[src/rtl/chunk_fragment_deframer_macros.svh]
// Assertion macros for the chunk fragment deframer.
// Included by the RTL files that carry concurrent assertions.
`ifndef CHUNK_FRAGMENT_DEFRAMER_MACROS_SVH
`define CHUNK_FRAGMENT_DEFRAMER_MACROS_SVH

// Property checked on every rising clock edge outside reset.
`define CFD_ASSERT(label, clk, rstn, prop, msg) \
    label: assert property (@(posedge clk) disable iff (!(rstn)) (prop)) \
        else $error(msg);

// Implication whose consequent is checked in the cycle after the antecedent.
`define CFD_ASSERT_NEXT(label, clk, rstn, ante, cons, msg) \
    label: assert property (@(posedge clk) disable iff (!(rstn)) (ante) |=> (cons)) \
        else $error(msg);

`endif

[src/rtl/cfd_pkg.sv]
// Package for the chunk fragment deframer: constants, codes and types.
// No dependencies; used by every module of the block.
`default_nettype none

package cfd_pkg;

    localparam int MAX_BLOCK_SIZE = 1048576;
    localparam int MIN_BLOCK_SIZE = 2;
    localparam int DEFAULT_BLOCK  = 32 * 1024;

    localparam int CFG_W  = 21;
    localparam int BYTE_W = 8;
    localparam int KIND_W = 2;
    localparam int OFS_W  = $clog2(MAX_BLOCK_SIZE);
    localparam int SZ_W   = (CFG_W > OFS_W + 1) ? CFG_W : OFS_W + 1;
    localparam int LEN_W  = 6;
    localparam int FRAG_W = 18;
    localparam int CMP_W  = (OFS_W > FRAG_W) ? OFS_W : FRAG_W;

    localparam int RESET_SIZE = (DEFAULT_BLOCK > MAX_BLOCK_SIZE) ?
                                MAX_BLOCK_SIZE : DEFAULT_BLOCK;

    localparam logic [BYTE_W-1:0] HDR_EOS = 8'hC0;
    localparam logic [BYTE_W-1:0] HDR_EOC = 8'h80;
    localparam int BIG_SHIFT  = 6;
    localparam int HUGE_SHIFT = 12;

    localparam int FIFO_DEPTH = 2;
    localparam int PTR_W      = $clog2(FIFO_DEPTH);
    localparam int CNT_W      = $clog2(FIFO_DEPTH + 1);

    typedef enum logic [KIND_W-1:0] {
        KIND_PAYLOAD   = 2'd0,
        KIND_CHUNK_END = 2'd1,
        KIND_EOS       = 2'd2,
        KIND_ERROR     = 2'd3
    } kind_t;

    typedef enum logic [1:0] {
        MODE_HEADER  = 2'd0,
        MODE_PAYLOAD = 2'd1,
        MODE_ENDED   = 2'd2,
        MODE_ERROR   = 2'd3
    } mode_t;

    typedef struct packed {
        kind_t             kind;
        logic [BYTE_W-1:0] payload;
        logic              chunk_end;
    } res_t;

endpackage

`default_nettype wire

[src/rtl/chunk_fragment_deframer.sv]
// Top level of the chunk fragment deframer.
// Depends on cfd_pkg, cfd_front, cfd_fifo and cfd_back.
//
// Input channel s_*: one stream byte per request (valid/ready).
// Output channel m_*: zero or one result per byte: kind, payload, chunk_end.
// cfg_we/cfg_wdata write the block size; write only while the block is idle.
// Sizes below 2 act as 2, above MAX_BLOCK_SIZE as MAX_BLOCK_SIZE.
// Throughput: one byte per cycle while s_ready is high; the front end
// updates its block and fragment state in the cycle a byte is taken.
// A result is written into the queue at the edge that accepts its byte and
// moves into the output register on m_* once that register is empty or read.
// Fragment headers and padding produce no result; EOS, EOC and bad headers do.
// Reset: block offset 0, expecting a header, block size 32768, queue empty.
// When the receiver stalls, the output register holds one result and the
// 2-entry queue two more; s_ready then drops, and bytes that produce no
// result also wait for a free slot.
// End of stream and format error are sticky until reset.
`default_nettype none

module chunk_fragment_deframer (
    input  wire                          aclk,
    input  wire                          aresetn,
    input  wire                          cfg_we,
    input  wire  [cfd_pkg::CFG_W-1:0]    cfg_wdata,
    input  wire                          s_valid,
    output logic                         s_ready,
    input  wire  [cfd_pkg::BYTE_W-1:0]   s_stream_byte,
    output logic                         m_valid,
    input  wire                          m_ready,
    output logic [cfd_pkg::KIND_W-1:0]   m_kind,
    output logic [cfd_pkg::BYTE_W-1:0]   m_payload,
    output logic                         m_chunk_end
);
    import cfd_pkg::*;

    logic accept;
    logic push;
    res_t push_data;
    logic full;
    logic pop;
    logic rd_valid;
    res_t rd_data;

    assign s_ready = !full;
    assign accept  = s_valid && !full;

    cfd_front u_front (
        .aclk        (aclk),
        .aresetn     (aresetn),
        .cfg_we      (cfg_we),
        .cfg_wdata   (cfg_wdata),
        .accept      (accept),
        .stream_byte (s_stream_byte),
        .push        (push),
        .push_data   (push_data)
    );

    cfd_fifo u_fifo (
        .aclk      (aclk),
        .aresetn   (aresetn),
        .push      (push),
        .push_data (push_data),
        .full      (full),
        .pop       (pop),
        .rd_valid  (rd_valid),
        .rd_data   (rd_data)
    );

    cfd_back u_back (
        .aclk        (aclk),
        .aresetn     (aresetn),
        .rd_valid    (rd_valid),
        .rd_data     (rd_data),
        .pop         (pop),
        .m_valid     (m_valid),
        .m_ready     (m_ready),
        .m_kind      (m_kind),
        .m_payload   (m_payload),
        .m_chunk_end (m_chunk_end)
    );

endmodule

`default_nettype wire

[src/rtl/cfd_front.sv]
// Front end: accepts stream bytes, tracks block and fragment state, classifies.
// Depends on cfd_pkg; pushes result requests into cfd_fifo.
`default_nettype none
`include "chunk_fragment_deframer_macros.svh"

module cfd_front (
    input  wire                          aclk,
    input  wire                          aresetn,
    input  wire                          cfg_we,
    input  wire  [cfd_pkg::CFG_W-1:0]    cfg_wdata,
    input  wire                          accept,
    input  wire  [cfd_pkg::BYTE_W-1:0]   stream_byte,
    output logic                         push,
    output cfd_pkg::res_t                push_data
);
    import cfd_pkg::*;

    logic [OFS_W-1:0]  size_m1_reg,   size_m1_next;
    logic [OFS_W-1:0]  offset_reg,    offset_next;
    logic [FRAG_W-1:0] frag_left_reg, frag_left_next;
    logic              runs_reg,      runs_next;
    logic              last_reg,      last_next;
    mode_t             mode_reg,      mode_next;

    logic [SZ_W-1:0]   cfg_wide;
    logic [SZ_W-1:0]   cfg_eff;
    logic              at_last;
    logic [OFS_W-1:0]  room;
    logic [LEN_W-1:0]  len6;
    logic [FRAG_W-1:0] len;
    logic              done;

    always_comb begin
        cfg_wide = SZ_W'(cfg_wdata);
        if (cfg_wide < SZ_W'(MIN_BLOCK_SIZE)) begin
            cfg_eff = SZ_W'(MIN_BLOCK_SIZE);
        end else if (cfg_wide > SZ_W'(MAX_BLOCK_SIZE)) begin
            cfg_eff = SZ_W'(MAX_BLOCK_SIZE);
        end else begin
            cfg_eff = cfg_wide;
        end
        size_m1_next = cfg_we ? OFS_W'(cfg_eff - SZ_W'(1)) : size_m1_reg;
    end

    always_comb begin
        at_last = (offset_reg >= size_m1_reg);
        room    = size_m1_reg - offset_reg;
        len6    = stream_byte[LEN_W-1:0];
        if (stream_byte[7]) begin
            len = stream_byte[6] ? (FRAG_W'(len6) << HUGE_SHIFT)
                                 : (FRAG_W'(len6) << BIG_SHIFT);
        end else begin
            len = FRAG_W'(len6);
        end
        done = runs_reg ? at_last : (frag_left_reg <= FRAG_W'(1));

        offset_next    = offset_reg;
        frag_left_next = frag_left_reg;
        runs_next      = runs_reg;
        last_next      = last_reg;
        mode_next      = mode_reg;
        push           = 1'b0;
        push_data      = '{kind: KIND_PAYLOAD, payload: '0, chunk_end: 1'b0};

        if (accept) begin
            offset_next = at_last ? '0 : offset_reg + OFS_W'(1);
            unique case (mode_reg)
                MODE_HEADER: begin
                    if (!at_last) begin
                        priority if (stream_byte == HDR_EOS) begin
                            push           = 1'b1;
                            push_data.kind = KIND_EOS;
                            mode_next      = MODE_ENDED;
                        end else if (stream_byte == HDR_EOC) begin
                            push           = 1'b1;
                            push_data.kind = KIND_CHUNK_END;
                            last_next      = 1'b1;
                        end else if (len6 == '0) begin
                            runs_next      = 1'b1;
                            frag_left_next = '0;
                            last_next      = stream_byte[6];
                            mode_next      = MODE_PAYLOAD;
                        end else if (CMP_W'(len) > CMP_W'(room)) begin
                            push           = 1'b1;
                            push_data.kind = KIND_ERROR;
                            mode_next      = MODE_ERROR;
                        end else begin
                            runs_next      = 1'b0;
                            frag_left_next = len;
                            last_next      = stream_byte[6] & ~stream_byte[7];
                            mode_next      = MODE_PAYLOAD;
                        end
                    end
                end
                MODE_PAYLOAD: begin
                    push                = 1'b1;
                    push_data.payload   = stream_byte;
                    push_data.chunk_end = done & last_reg;
                    if (!runs_reg && frag_left_reg != '0) begin
                        frag_left_next = frag_left_reg - FRAG_W'(1);
                    end
                    if (done) begin
                        mode_next      = MODE_HEADER;
                        runs_next      = 1'b0;
                        frag_left_next = '0;
                    end
                end
                MODE_ENDED: begin
                end
                MODE_ERROR: begin
                end
            endcase
        end
    end

    always_ff @(posedge aclk) begin
        if (!aresetn) begin
            size_m1_reg   <= OFS_W'(RESET_SIZE - 1);
            offset_reg    <= '0;
            frag_left_reg <= '0;
            runs_reg      <= 1'b0;
            last_reg      <= 1'b0;
            mode_reg      <= MODE_HEADER;
        end else begin
            size_m1_reg   <= size_m1_next;
            offset_reg    <= offset_next;
            frag_left_reg <= frag_left_next;
            runs_reg      <= runs_next;
            last_reg      <= last_next;
            mode_reg      <= mode_next;
        end
    end

    `CFD_ASSERT(a_no_push_after_stop, aclk, aresetn,
        !((mode_reg == MODE_ENDED || mode_reg == MODE_ERROR) && push),
        "request pushed after end of stream or error")
    `CFD_ASSERT_NEXT(a_stop_sticky, aclk, aresetn,
        (mode_reg == MODE_ENDED || mode_reg == MODE_ERROR), $stable(mode_reg),
        "terminal mode left without reset")
    `CFD_ASSERT(a_offset_in_block, aclk, aresetn,
        !(mode_reg == MODE_PAYLOAD && !runs_reg && frag_left_reg == '0),
        "fixed-length fragment with no bytes left still in payload mode")

endmodule

`default_nettype wire

[src/rtl/cfd_fifo.sv]
// Short request queue between the front end and the output stage.
// Depends on cfd_pkg for the request type and depth.
`default_nettype none
`include "chunk_fragment_deframer_macros.svh"

module cfd_fifo (
    input  wire           aclk,
    input  wire           aresetn,
    input  wire           push,
    input  cfd_pkg::res_t push_data,
    output logic          full,
    input  wire           pop,
    output logic          rd_valid,
    output cfd_pkg::res_t rd_data
);
    import cfd_pkg::*;

    res_t             mem_reg [FIFO_DEPTH];
    logic [PTR_W-1:0] wr_ptr_reg, wr_ptr_next;
    logic [PTR_W-1:0] rd_ptr_reg, rd_ptr_next;
    logic [CNT_W-1:0] count_reg,  count_next;

    always_comb begin
        full     = (count_reg == CNT_W'(FIFO_DEPTH));
        rd_valid = (count_reg != '0);
        rd_data  = mem_reg[rd_ptr_reg];

        wr_ptr_next = wr_ptr_reg;
        rd_ptr_next = rd_ptr_reg;
        if (push) begin
            wr_ptr_next = (wr_ptr_reg == PTR_W'(FIFO_DEPTH - 1)) ? '0
                                                                 : wr_ptr_reg + PTR_W'(1);
        end
        if (pop) begin
            rd_ptr_next = (rd_ptr_reg == PTR_W'(FIFO_DEPTH - 1)) ? '0
                                                                 : rd_ptr_reg + PTR_W'(1);
        end
        count_next = count_reg + CNT_W'(push) - CNT_W'(pop);
    end

    always_ff @(posedge aclk) begin
        if (push) begin
            mem_reg[wr_ptr_reg] <= push_data;
        end
    end

    always_ff @(posedge aclk) begin
        if (!aresetn) begin
            wr_ptr_reg <= '0;
            rd_ptr_reg <= '0;
            count_reg  <= '0;
        end else begin
            wr_ptr_reg <= wr_ptr_next;
            rd_ptr_reg <= rd_ptr_next;
            count_reg  <= count_next;
        end
    end

    `CFD_ASSERT(a_no_overflow, aclk, aresetn, !(push && full && !pop),
        "request pushed into full queue")
    `CFD_ASSERT(a_no_underflow, aclk, aresetn, !(pop && !rd_valid),
        "request popped from empty queue")
    `CFD_ASSERT(a_count_bound, aclk, aresetn, count_reg <= CNT_W'(FIFO_DEPTH),
        "queue count past depth")

endmodule

`default_nettype wire

[src/rtl/cfd_back.sv]
// Output stage: pulls requests from the queue into the result register.
// Depends on cfd_pkg for the request type.
`default_nettype none

module cfd_back (
    input  wire                          aclk,
    input  wire                          aresetn,
    input  wire                          rd_valid,
    input  cfd_pkg::res_t                rd_data,
    output logic                         pop,
    output logic                         m_valid,
    input  wire                          m_ready,
    output logic [cfd_pkg::KIND_W-1:0]   m_kind,
    output logic [cfd_pkg::BYTE_W-1:0]   m_payload,
    output logic                         m_chunk_end
);
    import cfd_pkg::*;

    logic valid_reg, valid_next;
    res_t out_reg;

    always_comb begin
        pop        = rd_valid && (!valid_reg || m_ready);
        valid_next = pop ? 1'b1 : (m_ready ? 1'b0 : valid_reg);
    end

    always_ff @(posedge aclk) begin
        if (pop) begin
            out_reg <= rd_data;
        end
    end

    always_ff @(posedge aclk) begin
        if (!aresetn) begin
            valid_reg <= 1'b0;
        end else begin
            valid_reg <= valid_next;
        end
    end

    assign m_valid     = valid_reg;
    assign m_kind      = out_reg.kind;
    assign m_payload   = out_reg.payload;
    assign m_chunk_end = out_reg.chunk_end;

endmodule

`default_nettype wire

[config.mk]
export PLATFORM = sky130hd
export DESIGN_NAME = chunk_fragment_deframer
export DESIGN_NICKNAME = d
export VERILOG_FILES = /design/src/rtl/cfd_pkg.sv /design/src/rtl/chunk_fragment_deframer.sv /design/src/rtl/cfd_front.sv /design/src/rtl/cfd_fifo.sv /design/src/rtl/cfd_back.sv
export VERILOG_INCLUDE_DIRS = /design/src /design/src/rtl
export SDC_FILE = /design/constraint.sdc
export NUM_CORES = 1
export LEC_CHECK = 0
export ABC_AREA = 1
export BUFFER_PORTS_ARGS = -buffer_cell sky130_fd_sc_hd__buf_2
export CAP_MARGIN = 0
export CORE_UTILIZATION = 62
export CTS_CLUSTER_DIAMETER = 60
export CTS_CLUSTER_SIZE = 8
export DETAILED_ROUTE_END_ITERATION = 8
export HOLD_SLACK_MARGIN = 0.08
export MAX_ROUTING_LAYER = met4
export PLACE_DENSITY = 0.85
export SYNTH_ARGS = -nofsm -noshare
export SYNTH_HDL_FRONTEND = slang
export SYNTH_SLANG_ARGS = --single-unit
[constraint.sdc]
create_clock -name aclk -period 4.4 [get_ports aclk]
set_input_delay 0.44 -clock aclk [delete_from_list [all_inputs] [get_ports aclk]]
set_output_delay 0.44 -clock aclk [all_outputs]
set_load 0.1 [all_outputs]
* After elaboration in Yosys (flattened, before gate mapping)
Memory sizes are Yosys's and may differ from the RTL's. A register that Yosys moved wholly into a read port is not among the register bits.
Cells that the tools add are included.
** Operators by class
- Add/subtract/negate cells :: 8
- Order comparisons :: 5
- Equality and inequality tests :: 12
- Multiplexer cells :: 52
- Bitwise logic cells :: 5
- Reduce and logical (&&, ||, !) cells :: 17
** Operator list (number)
- 18-bit 2-to-1 mux :: 9
- 20-bit 2-to-1 mux :: 3
- 18-bit one-hot mux with 2 select lines :: 1
- 2-bit 2-to-1 mux :: 12
- 1-bit 2-to-1 mux :: 22
- 21-bit greater-than comparator, second input constant :: 1
- 21-bit by 2-bit < comparator with 1-bit output, second input constant :: 1
- 20-bit by 1-bit adder with 20-bit output, second input constant :: 1
- 20-bit greater-or-equal comparator :: 1
- 18-bit by 20-bit greater-than comparator with 1-bit output :: 1
- 20-bit by 1-bit subtractor with 20-bit output, second input constant :: 1
- 20-bit subtractor :: 1
- 18-bit by 1-bit <= comparator with 1-bit output, second input constant :: 1
- 18-bit nonzero test :: 1
- 18-bit by 1-bit subtractor with 18-bit output, second input constant :: 1
- 8-bit equality test, second input constant :: 2
- 7-bit AND reduction :: 2
- 11-bit 2-to-1 mux :: 1
- 5-bit AND reduction :: 2
- 9-bit 2-to-1 mux :: 1
- 6-bit logical NOT :: 1
- 2-bit != test, second input constant :: 3
- 3-bit by 1-bit != test with 1-bit output, second input constant :: 2
- 3-bit by 2-bit != test with 1-bit output, second input constant :: 2
- other kinds (15) :: 26
** Storage, ports and cells
- Flip-flop bits (word level) :: 67
- Memory bits (writable) :: 22
- Input port bits :: 34
- Output and inout port bits :: 13
- Logic and storage cells :: 110
- Memories kept :: 1
** Memory list
- u_fifo.mem_reg :: words 2, bits a word 11, rd ports 1, clocked after memory_dff 1, write ports 1, RTL line cfd_fifo.sv:18 : res_t mem_reg [FIFO_DEPTH];

* Longest topological paths before layout
- Word-level depth :: 12
- Depth in mapped cells :: 30
- Gate-level depth less buffers :: 30

* Modules after synthesis
A second synthesis with hierarchy kept.
** Second synthesis, totals
- Cells, all modules :: 995
- Area, all modules :: 6916.6 um^2
** Modules (own cells, without submodules)
- cfd_front :: instances 1, cells an instance 907, area each 5462.7 um^2, sequential area each 1241.2 um^2
- cfd_fifo :: instances 1, cells an instance 67, area each 1058.5 um^2, sequential area each 760.7 um^2
- cfd_back :: instances 1, cells an instance 18, area each 381.6 um^2, sequential area each 350.3 um^2
- chunk_fragment_deframer :: instances 1, cells an instance 3, area each 13.8 um^2, sequential area each 0.0 um^2

* Worst setup path after synthesis
No wires, ideal clock.
- Path type :: reg2reg
- From :: register u_front.offset_reg[2]
- To :: register u_fifo.count_reg[1]
- Setup time :: 70 ps
- Data arrival time :: 3759 ps
- Data required time :: 4330 ps
- Setup slack :: 572 ps
- Cell stages (with the launch flop) :: 31
- Buffers on the path :: 0
- Clock period less this slack :: 3828 ps
- Cell sequence :: dfxtp_1 > inv_1 > ha_1 > nand2_1 > o21ai_1 > inv_1 > nor2_1 > nor2_1 > o21ai_1 > a21oi_1 > o21ai_1 > nand2_1 > nand2_1 > xnor2_1 > ha_1 > nand2_1 > inv_1 > nand3_1 > nor3_1 > nor2_1 > nand2_1 > nor2_1 > nand3_2 > nand2_2 > a21boi_1 > ha_1 > inv_1 > ha_1 > xor2_1 > o21ai_0 > a21oi_1
** On the way
- Word-level cells in the longest chain between the ends :: 11
- Elaborated cells between the ends (all ways) :: 12
- Those cells by class :: add/sub (3); order compare (2); mux (7)
** Ends and longest elaborated chain
- start, declared :: RTL line cfd_front.sv:19 : logic [OFS_W-1:0] offset_reg, offset_next;
- start signal, assigned :: RTL line cfd_front.sv:126 : offset_reg <= offset_next;
- 20-bit subtractor :: RTL line cfd_front.sv:47 : room = size_m1_reg - offset_reg;
- 18-bit by 20-bit greater-than comparator with 1-bit output :: RTL line cfd_front.sv:83 : end else if (CMP_W'(len) > CMP_W'(room)) begin
- 1-bit 2-to-1 mux :: RTL line cfd_front.sv:83
- 1-bit 2-to-1 mux :: RTL line cfd_front.sv:78 : end else if (len6 == '0) begin
- 1-bit 2-to-1 mux :: RTL line cfd_front.sv:74 : end else if (stream_byte == HDR_EOC) begin
- 1-bit 2-to-1 mux :: RTL line cfd_front.sv:70 : priority if (stream_byte == HDR_EOS) begin
- 1-bit 2-to-1 mux (*) :: RTL line cfd_front.sv:69 : if (!at_last) begin
- 1-bit one-hot mux with 2 select lines (*) :: RTL line cfd_front.sv:67 : unique case (mode_reg)
- 1-bit 2-to-1 mux (*) :: RTL line cfd_front.sv:65 : if (accept) begin
- 2-bit by 1-bit adder with 2-bit output (*) :: RTL line cfd_fifo.sv:38 : count_next = count_reg + CNT_W'(push) - CNT_W'(pop);
- 2-bit by 1-bit subtractor with 2-bit output (*) :: RTL line cfd_fifo.sv:38
- end signal, assigned :: RTL line cfd_fifo.sv:55 : count_reg <= count_next;
- end, declared :: RTL line cfd_fifo.sv:21 : logic [CNT_W-1:0] count_reg, count_next;
Every way passes the cells marked *; elsewhere a longest branch is shown, timed or not.
A chain may end at the register's enable or synchronous reset.

* Worst setup path in the final report
- From :: register u_front.offset_reg[0]
- To :: register u_fifo.count_reg[1]
The elaborated chain is that of the path after synthesis.

==> Implementation_results.wiki <==
{| class="wikitable"
! Metric !! Value
|-
| Placed cell count || 1,186
|-
| Final std cells w/o fill || 1,205
|-
| Critical path's largest stage delay || 380 ps
|-
| Areal power density over the cells || 437.6 nW/um2
|-
| Fraction of the yosys area taken by sequential cells || 33.70%
|-
| Largest family of logic cells by synthesized area || simple AND/OR/NAND/NOR gates
|-
| Data required time of the critical path || 4740 ps
|-
| Compound-gate portion of the synthesized area || 10.03%
|-
| Adder-cell area share of the yosys netlist || 8.244%
|-
| Via count || 6,478
|-
| Final hold violations || 0
|-
| Number of warnings reported in the yosys synthesis log || 0
|-
| Count of mapped cells out of synthesis || 1,013
|-
| Overall die height || 107.7 um
|-
| Crit path time final || 4023 ps
|-
| Multi-input gate area || 4056 um2
|-
| Synthesized-area fraction occupied by and/or/nand/nor cells || 33.90%
|-
| Proportion of register bits with asynchronous set or reset after synthesis || 0%
|-
| Cts bufs inserted || 9
|-
| Clock tree from TritonCTS || yes
|-
| Setup Viol. Count Final || 0
|-
| # nets final || 1,139
|-
| Post-Synthesis Cell Area || 6920 um2
|-
| Number of antenna violations at the first check in global routing || 0
|-
| PortBufs || 46
|-
| Routability cong. || 0.9146
|-
| Area delta synth->final || 9.673%
|-
| Total routing usage reported by global routing || 29.89%
|-
| Setup total negative slack || 0 ps
|-
| Drt via density || 5.376
|-
| Worst hold margin || 347.7 ps
|-
| Maximum number of pins on one net before global-route repair || 37
|-
| Std cell rows || 38
|-
| Number of global-route vias before repair || 6,039
|-
| Total overflow reported by the global router || 0
|-
| Overall die width || 107.7 um
|-
| Clock transition at the registers of the reported paths || 100 ps
|-
| Final critical-path share of the clock period || 91.43%
|-
| Sequential cell area in the final layout || 2338 um2
|-
| Layout cell share with drive strength beyond 1 || 12.11%
|-
| Post-layout instance area || 7590 um2
|-
| Launching element type of the critical path || flip-flop
|-
| Setup CP Type || flip-flop to flip-flop
|-
| R2r worst-path depth || 29
|-
| Post-synthesis cell type count || 48
|-
| Fmax achieved || 0.2486 GHz
|-
| Filler Cell Count || 908
|-
| Xor/xnor share of the synthesized area || 5.189%
|-
| Final-report max-slew violation count || 0
|-
| Core outline area || 10,840 um2
|-
| Critical-path maximum fanout || 4
|-
| DRC marker count from the first detailed-route iteration || 539
|-
| Number of remaining DRC errors || 0
|-
| Run status || completed
|-
| Total Routed Length || 16,080 um
|-
| H-tree levels || 3
|-
| Worst-path cell with the longest stage delay || sky130_fd_sc_hd__dfxtp_2
|-
| Clock tree root driver cell || sky130_fd_sc_hd__clkbuf_8
|-
| Net count after synthesis || 1,092
|-
| Slew headroom || 57.65%
|-
| Post-detailed-route wirelength per cell || 13.35 um
|-
| Skew-Pair Late Insertion Delay || 410 ps
|-
| Ys flop type || sky130_fd_sc_hd__dfxtp_1
|-
| Mux share of post-synthesis cell area || 0%
|-
| Mean Syn Cell Area || 6.832 um2
|-
| Min setup slack post-route || 377.1 ps
|-
| HPWL after detailed placement || 12,290 um
|-
| Maxcap violations || 0
|-
| First-pass GRT wire length || 26,390 um
|-
| CP endpoint kind || flip-flop
|-
| Number of synthesized flops with an enable pin || 33
|-
| Worst Max-Slew Pin Slew || 633.7 ps
|-
| Clock net sink count || 100
|-
| Setup Skew || 17.36 ps
|-
| Post-route ant nets || 0
|-
| Leakage Power || 3.655 nW
|-
| Flops & latches, synth || 100
|-
| Worst Setup Slack post-DPL || 150.6 ps
|-
| Number of detailed-route iterations in the first pass || 6
|-
| Worst vdd rail ir drop || 0.6106 mV
|-
| Top Ports || 47
|-
| Placed cell area || 7259 um2
|-
| Number of buffers on the longest clock path || 2
|-
| Inserted Diodes || 0
|-
| Max reg flops || 22
|-
| Worst min-delay path class || input port to flip-flop
|-
| Die outline area || 11,590 um2
|-
| Number of cells on the worst hold path || 4
|-
| Initial cell density of the core || 63.84%
|-
| Arrival @ worst endpoint || 4360 ps
|}
cells in the mapped netlist (2+ instances only):
cell type | instances | area share (%)
sky130_fd_sc_hd__a211oi_1 | 2 | 0.22
sky130_fd_sc_hd__a21boi_1 | 2 | 0.22
sky130_fd_sc_hd__a21o_1 | 3 | 0.33
sky130_fd_sc_hd__a21oi_1 | 57 | 4.1
sky130_fd_sc_hd__a31oi_1 | 4 | 0.36
sky130_fd_sc_hd__and3_1 | 2 | 0.18
sky130_fd_sc_hd__buf_2 | 2 | 0.14
sky130_fd_sc_hd__buf_6 | 4 | 0.65
sky130_fd_sc_hd__clkbuf_1 | 10 | 0.54
sky130_fd_sc_hd__clkinv_1 | 3 | 0.16
sky130_fd_sc_hd__dfxtp_1 | 67 | 19
sky130_fd_sc_hd__edfxtp_1 | 33 | 14
sky130_fd_sc_hd__ha_1 | 44 | 8.0
sky130_fd_sc_hd__inv_1 | 131 | 7.1
sky130_fd_sc_hd__inv_2 | 3 | 0.16
sky130_fd_sc_hd__nand2_1 | 285 | 15
sky130_fd_sc_hd__nand2_2 | 8 | 0.72
sky130_fd_sc_hd__nand2_4 | 2 | 0.33
sky130_fd_sc_hd__nand3_1 | 48 | 3.5
sky130_fd_sc_hd__nand3_2 | 6 | 0.87
sky130_fd_sc_hd__nand3b_1 | 2 | 0.22
sky130_fd_sc_hd__nand4_1 | 11 | 0.99
sky130_fd_sc_hd__nor2_1 | 144 | 7.8
sky130_fd_sc_hd__nor2_2 | 12 | 1.1
sky130_fd_sc_hd__nor2_4 | 3 | 0.49
sky130_fd_sc_hd__nor3_1 | 13 | 0.94
sky130_fd_sc_hd__nor3b_1 | 5 | 0.54
sky130_fd_sc_hd__nor4_1 | 4 | 0.36
sky130_fd_sc_hd__o21ai_0 | 42 | 3.0
sky130_fd_sc_hd__o21ai_1 | 4 | 0.29
sky130_fd_sc_hd__xnor2_1 | 10 | 1.3
sky130_fd_sc_hd__xor2_1 | 31 | 3.9
metal layers:
layer	vias up	GRT usage (%)	share of wire (%)
li1	3336	-	-
met1	2861	32.58	42
met2	228	51.79	49
met3	53	5.024	5.3
met4	0	16.34	4.0
met5	-	-	0
stage by stage:
step / total power, mW / util [%]
CTS: 3.303 / 68.95
global placement: 2.617 / 66.97
global route: 3.530 / 70.01
finish: 3.322 / 70.01
detailed placement: 2.672 / 66.97
floorplan: 2.397 / -
worst paths after layout:
| kind | from | slack, ps | end |
|---|---|---|---|
| max | u_front.offset_reg[0]$_SDFFE_PN0P_ | 380 | u_fifo.count_reg[1]$_SDFF_PN0_ |
| min | m_ready | 350 | u_back.m_valid$_SDFFE_PN0P_ |
| max reg2reg | u_front.offset_reg[0]$_SDFFE_PN0P_ | 380 | u_fifo.count_reg[1]$_SDFF_PN0_ |
| min reg2reg | u_front.runs_reg$_SDFFE_PN0P_ | 470 | u_front.runs_reg$_SDFFE_PN0P_ |
kinds of logic (layout without fill, tap and decap cells):
logic type / Yosys count / in the layout
buf+inv: 155 / 207
flops: 100 / 100
xor+xnor: 41 / 41
simple gates: 548 / 548
fa+ha+maj: 45 / 45
compound gates: 124 / 124
worst max-delay path: cells and delay by family (launching register included):
kind | cells | cell delay (ps)
fa+ha+maj | 5 | 1260
simple gates | 11 | 870
compound gates | 6 | 810
flops | 1 | 380
buf+inv | 5 | 330
xor+xnor | 2 | 330
power breakdown:
group | switching [mW] | internal (mW) | total (mW) | leakage, nW
sequential | 0.0974 | 1.12 | 1.22 | 0.825
combinational | 1.08 | 0.391 | 1.47 | 2.72
clock | 0.356 | 0.276 | 0.632 | 0.105
layout make-up:
| type | count | share of cell area, % |
|---|---|---|
| Clock buffer | 9 | 1.632 |
| Clock inverter | 7 | 1.203 |
| Inverter | 137 | 6.775 |
| Timing Repair Buffer | 54 | 3.825 |
| Tap cell | 140 | 2.308 |
| Multi-Input combinational cell | 758 | 53.45 |
| Sequential cell | 100 | 30.81 |
what timing repair did:
action / in CTS / in global routing
setup buffers: 0 / 3
setup endpoints to repair: 0 / 31
resized for setup: 0 / 21
hold buffers: 0 / 0
layout by cell type (no fill, tap or decap), types with 4 or more instances in the layout:
| master | n |
|---|---|
| sky130_fd_sc_hd__nand2_1 | 285 |
| sky130_fd_sc_hd__xor2_1 | 31 |
| sky130_fd_sc_hd__clkbuf_8 | 9 |
| sky130_fd_sc_hd__inv_1 | 131 |
| sky130_fd_sc_hd__nor2_2 | 14 |
| sky130_fd_sc_hd__nor2_1 | 142 |
| sky130_fd_sc_hd__buf_4 | 8 |
| sky130_fd_sc_hd__nor3_1 | 12 |
| sky130_fd_sc_hd__o21ai_0 | 42 |
| sky130_fd_sc_hd__ha_1 | 40 |
| sky130_fd_sc_hd__a21oi_1 | 54 |
| sky130_fd_sc_hd__nand3_1 | 48 |
| sky130_fd_sc_hd__nand4_1 | 11 |
| sky130_fd_sc_hd__a21oi_2 | 4 |
| sky130_fd_sc_hd__nand3_2 | 6 |
| sky130_fd_sc_hd__nand2_2 | 8 |
| sky130_fd_sc_hd__dfxtp_1 | 62 |
| sky130_fd_sc_hd__nor3b_1 | 5 |
| sky130_fd_sc_hd__xnor2_1 | 10 |
| sky130_fd_sc_hd__buf_2 | 46 |
| sky130_fd_sc_hd__edfxtp_1 | 33 |
| sky130_fd_sc_hd__nor4_1 | 4 |
| sky130_fd_sc_hd__dfxtp_2 | 5 |
| sky130_fd_sc_hd__a31oi_1 | 4 |
Note: power is estimated with default switching activity, not from simulation.
